==> src/hw/rtl/plps_pkg.sv <==
`timescale 1ns / 1ps
package plps_pkg;

  // input coordinates, signed q12.12
  localparam int CW = 24;
  // specular exponent is 2**SHIN_LOG2
  localparam int SHIN_LOG2 = 5;

  // fraction bits of a unit component
  localparam int FRAC = 15;
  // unit vector component, signed q1.15
  localparam int UW = 17;
  // normaliser input width, wide enough for the reflection vector
  localparam int VW = 52;
  // width of a leading-one position in a normaliser input
  localparam int PW = 6;
  // prescaled magnitude width, leading one lands on bit LEAD
  localparam int MTW = 30;
  localparam int LEAD = 29;
  // sum of squares, square root, quotient and dividend widths
  localparam int SUMW = 62;
  localparam int ROOTW = 31;
  localparam int QW = 16;
  localparam int NUMW = 46;
  // dot product of two unit vectors
  localparam int DOTW = 36;
  // color lane width
  localparam int LANEW = 16;

  // normaliser: abs, lead search, shift, square, sum, root, divide, sign
  localparam int NORM_LAT = 5 + ROOTW + QW + 1;
  // accept to result strobe
  localparam int TOTAL_LAT = 2 * NORM_LAT + SHIN_LOG2 + 11;

  localparam logic [LANEW-1:0] ONE_Q15 = LANEW'(1) << FRAC;

  // configuration port
  localparam int ADDR_W = 5;
  localparam int REG_SHIFT = 3;
  localparam int DATA_W = 64;
  localparam int REGW = 48;
  localparam logic [1:0] REG_DIFFUSE = 2'd0;
  localparam logic [1:0] REG_AMBIENT = 2'd1;
  localparam logic [1:0] REG_SPECULAR = 2'd2;
  localparam logic [1:0] REG_MODE = 2'd3;
  localparam logic MODE_BLINN = 1'b1;

  typedef logic signed [UW-1:0] unit_t;
  typedef logic signed [VW-1:0] wvec_t;
  typedef logic signed [DOTW-1:0] dot_t;

  // values that ride alongside the square root
  typedef struct packed {
    logic [2:0][MTW-1:0] m;
    logic [2:0] s;
    logic z;
  } nside_t;

  // positive part of a dot product, rounded to q1.15 and clamped to one
  function automatic logic [LANEW-1:0] amount(input dot_t d);
    logic [DOTW-1:0] a;
    a = (DOTW'($unsigned(d)) + (DOTW'(1) << (FRAC - 1))) >> FRAC;
    if (d <= 0) begin
      amount = '0;
    end else if (a > DOTW'(ONE_Q15)) begin
      amount = ONE_Q15;
    end else begin
      amount = a[LANEW-1:0];
    end
  endfunction

  // rounded q1.15 product of two lanes
  function automatic logic [LANEW:0] q15_mul(input logic [LANEW-1:0] a,
                                             input logic [LANEW-1:0] b);
    logic [2*LANEW:0] pr;
    pr = (2*LANEW+1)'(a) * (2*LANEW+1)'(b) + ((2*LANEW+1)'(1) << (FRAC - 1));
    q15_mul = pr[FRAC+LANEW:FRAC];
  endfunction

endpackage

==> src/hw/rtl/plps_dot.sv <==
`timescale 1ns / 1ps
module plps_dot (
  input  logic              clk,
  input  plps_pkg::unit_t   a [3],
  input  plps_pkg::unit_t   b [3],
  output plps_pkg::dot_t    dot
);

  localparam int UW = plps_pkg::UW;
  localparam int DW = plps_pkg::DOTW;

  logic signed [2*UW-1:0] prod [3];

  // products, then their sum
  always_ff @(posedge clk) begin
    for (int i = 0; i < 3; i++) begin
      prod[i] <= a[i] * b[i];
    end
    dot <= DW'(prod[0]) + DW'(prod[1]) + DW'(prod[2]);
  end

endmodule

==> config.mk <==
export PLATFORM = sky130hd
export DESIGN_NAME = plps_dot
export DESIGN_NICKNAME = d
export VERILOG_FILES = /design/src/hw/rtl/plps_pkg.sv /design/src/hw/rtl/plps_dot.sv
export SDC_FILE = /design/constraint.sdc
export NUM_CORES = 2
export LEC_CHECK = 0
export BUFFER_PORTS_ARGS = -buffer_cell sky130_fd_sc_hd__buf_2
export CAP_MARGIN = 20
export CORE_ASPECT_RATIO = 0.6
export CORE_MARGIN = 5
export CORE_UTILIZATION = 40
export DETAILED_ROUTE_END_ITERATION = 8
export GPL_TIMING_DRIVEN = 0
export HOLD_SLACK_MARGIN = 0.12
export PLACE_DENSITY = 0.67
export SKIP_LAST_GASP = 1
export SYNTH_ARGS = -nofsm -noshare
export SYNTH_HDL_FRONTEND = slang
export SYNTH_SLANG_ARGS = --single-unit
==> constraint.sdc <==
create_clock -name clk -period 8.05 [get_ports clk]
set_input_delay 0.4025 -clock clk [delete_from_list [all_inputs] [get_ports clk]]
set_output_delay 0.4025 -clock clk [all_outputs]
set_load 0.1 [all_outputs]
Word-level counts from Yosys, hierarchy flattened:

Memories as Yosys holds them, arrays and structs flattened.
Index checks and enable logic that the tools add are counted.

* reduce and logical (&&, ||, !) cells: 0
* div/mod/pow operators: 0
* shifts and indexed selects: 0
* $add $sub $neg: 2
* equal/unequal tests: 0
* bitwise logic cells: 0
* order comparisons: 0
* multiply operators: 3
* mux-type cells: 0

Operators with widths (count)
* 17-bit by 17-bit multiplier with 34-bit output: 3
* 35-bit by 34-bit adder with 36-bit output: 1
* 34-bit by 34-bit adder with 35-bit output: 1

* bits in registers: 36
* output and inout bits: 36
* RAM bits: 102
* word-level logic and storage cells: 7
* memory bits (read-only): 0
* latch bits: 0
* bits of input ports: 103
* memories: 1

Memories
* prod: words 3, bits a word 34, rd ports 3, clocked after Yosys merged registers in 0, wr ports 3, line plps_dot.sv:12 `logic signed [2*UW-1:0] prod [3];`

Logic depth before layout (Yosys ltp):

* depth after elaboration: 2
* depth in mapped cells: 25
* gate-level depth less buffers: 24

Worst setup path before layout:

Ideal clock, no wire load.

* path kind: input to register
* start point: input port b[25] (netlist bit)
* end point: memory prod[0][67] (netlist bit)
* setup time: 118 ps
* stages on the path: 24
* arrival: 6264 ps
* path slack: 1668 ps
* buffers on the path: 2
* data required time: 7932 ps
* cells stage by stage: clkbuf_1 -> clkbuf_1 -> nand2_1 -> fa_1 -> inv_1 -> fa_1 -> inv_1 -> fa_1 -> inv_1 -> fa_1 -> fa_1 -> inv_1 -> fa_1 -> inv_1 -> ha_1 -> and3_1 -> and3_1 -> a311oi_4 -> nor3_1 -> o22a_1 -> a311o_1 -> a21o_1 -> a21oi_2 -> xnor2_1

RTL lines
* start, declared: line plps_dot.sv:5 `input plps_pkg::unit_t b [3],`
* end, declared: line plps_dot.sv:12

==> impl_metrics.ini <==
[layout]
syn2layout_area_growth_pct = 7.53
layout.cells.most_common = inv_1
final_nets = 5428
filler_cell_count = 9066
most_frequent_cells_in_the_layout = 967 x inv_1, 923 x fa_1, 445 x and2_1
proportion_of_layout_cells_with_a_drive_suffix_above_1_pct = 4.39

[drt]
number_of_search_and_repair_iterations_in_the_first_detailed_routing_pass = 5
finalWirelength_um = 102000
drc = 0
drt_iter0_drc = 2066
post_drt_via_cell_ratio = 4.95
drt-wirelength-per-cell_um = 19.0
num_vias = 26629
final_antenna_net_count = 0

[sta]
max_slew_margin_pct = 43.8
setup_viol = 0
grt_setup_unrepaired = false
worst_clock_skew_ps = 11.2
maxSlewViolCount = 0
tightest_slew_ps = 835
hold_violations = 0
final.setup.tns_ps = 0
worst_slack_ps = 621
fin_crit_sh_pct = 92.3
maxClockFrequency_mhz = 135
period_needed_ps = 7430

[global_routing]
grt_overflow = 0
grt_pass1_vias = 28473
number_of_antenna_violations_at_the_first_check_in_global_routing = 3
grt_first_pass_wirelength_um = 166000
grt_use_total_pct = 21.5
pin_count_of_the_biggest_net_entering_global_routing = 17

[logic_synthesis]
netlist-cell-type-count = 64
synth_area_leaders = fa_1 49%, inv_1 9.7%, ha_1 9.6%
synth-edff-count = 0
synthesis.area_per_instance_um2 = 9.47
synth_sequential_area_ratio_pct = 7.36
synth_cells = 3965
synth_nets = 5280
synthesis.area_mm2 = 0.0376
synth_warnings = 0
synthDominantAreaCellType = fa_1
synth_flop_cell = dfxtp_1
ys_seq_elements = 138
synth_async_sr_flop_share_pct = 0
yosys.area.top_type_share_pct = 49.2

[setup_path]
cpPeakStageDelay_ps = 690
ff2ff_path_depth = 14
cp.required_ps = 8380
rr_endpoint = dot[35]$_DFF_P_
critical_path_buf_inv_count = 5
cpLargestDelayFamily = adder cells
critical_path_arrival_ps = 7760
cp_cell_sequence = buf_2, clkbuf_1, nand2_1, fa_1, fa_1, fa_1, inv_1, fa_1, fa_1, inv_1, fa_1, inv_1, ha_1, a21o_1, a21o_1, a21o_1, a2111o_1, a21oi_1, a31oi_1, nand4_1, nand4b_1, a21oi_1, xnor2_1
critPathCapture = prod[0][101]$_DFF_P_
cp-end-kind = flip-flop
crit_cells = 23
reg2reg_from = prod[0][1]$_DFF_P_
slowest_library_cell_on_the_worst_path = fa_1
critical_path.most_common_cell = fa_1
crit_start = b[2]
cp_max_fo = 10
category_of_the_critical_setup_timing_path = in2reg
worst_setup_path_start_kind = primary input
reg_to_reg_setup_timing_slack_ps = 3660

[run]
drv.max_cap_violation_count = 0

[cts]
post_cts_resized = 0
clockRootBuffer = clkbuf_16
path_clk_slew_ps = 60
clk_latency_ps = 450
hold_buf_cts = 0
tritoncts = done
clock_sinks = 138
cts.htree.levels = 4
clk_path_buf_depth = 2
cts.repair_timing.setup_buffer_count = 0
total_clock_buffers_created_by_cts = 17

[place]
placement.setup.worst_slack_ps = 370
gp_congestion = 1.00
io_buffers = 129
post-dp-hpwl_um = 90000

[die]
chipWidth_um = 406
dieArea_mm2 = 0.100
initial_core_util_pct = 40.2
fp-row-count = 87
fp.coreArea_mm2 = 0.0935
design.portCount = 139
fp.dieH_um = 247

[outcome]
outcome = finished clean

[min_path]
min_delay_path_class = in2reg
holdCritStartpoint = b[17]
[worst min path at each step]
stage,slack [ps],to,cells after the start
global placement,590,dot[0]$_DFF_P_,3
finish,340,prod[0][34]$_DFF_P_,2
floorplan,520,prod[0][34]$_DFF_P_,1
detailed placement,590,dot[0]$_DFF_P_,3
global route,310,prod[0][34]$_DFF_P_,2
CTS,300,prod[0][34]$_DFF_P_,2
[synthesized netlist by cell type, drive strengths merged (7+ instances only)]
| master | n |
|---|---|
| xnor2 | 109 |
| nor2b | 11 |
| a21oi | 95 |
| xor2 | 25 |
| a21o | 40 |
| a31oi | 7 |
| inv | 968 |
| ha | 289 |
| o21a | 21 |
| nand4 | 8 |
| nand3 | 20 |
| nand2 | 429 |
| fa | 923 |
| o21ai | 62 |
| and3 | 10 |
| nand2b | 23 |
| o21bai | 18 |
| nor2 | 108 |
| dfxtp | 138 |
| clkbuf | 115 |
| and2 | 445 |
| a211oi | 12 |
| nor3 | 17 |
[worst register-to-register path, delay by kind of cell (launching register included)]
family          cells  cell delay [ps]
compound gates      6             1900
fa+ha+maj           3             1190
simple gates        3              550
flops               1              330
mux                 1              260
buf+inv             1               70
[area by class of cell]
| type | instances | area, um^2 | share of cell area [%] |
|---|---|---|---|
| repair buffers | 129 | 646 | 1.60 |
| plain buffers | 118 | 444 | 1.10 |
| multi-input cells | 2741 | 30700 | 76.1 |
| well taps | 1246 | 1560 | 3.86 |
| diodes | 4 | 10.0 | 0.0248 |
| clock inverters | 15 | 186 | 0.462 |
| clock buffers | 17 | 425 | 1.05 |
| flip-flops and latches | 138 | 2760 | 6.84 |
| inverters | 968 | 3630 | 9.00 |
[through the flow]
stage	hold slack, ps	area (um^2)	utilization, %	std cells
after floorplan	524	37600	-	3965
after global placement	591	39800	42.5	5340
after detailed placement	590	39800	42.5	5340
after CTS	304	40400	43.2	5372
after global routing	309	40400	43.2	5373
final	335	40400	43.2	5376
[state kept, by name, indices dropped and copies added, names as in the netlist]
| register | cells |
|---|---|
| prod | 102 |
| dot | 36 |
[kinds of logic after synthesis]
logic type	Yosys count	synth area share, %
fa+ha+maj	1212	58.8
buf+inv	1086	10.9
simple gates	1086	14.4
compound gates	308	5.38
flops	138	7.36
xor+xnor	134	3.12
mux	1	0.0300
[per-layer routing]
metal / global-route usage (%) / vias to the layer above / routed length (um)
met5: 0 / - / 0
met4: 3.08 / 0 / 1430
met3: 7.42 / 78 / 12700
met2: 28.8 / 1116 / 38300
met1: 33.9 / 13486 / 49700
li1: - / 11949 / -
Power is not shown: default switching activity piles up to over one toggle a cycle in this logic, so the estimate is an artifact.
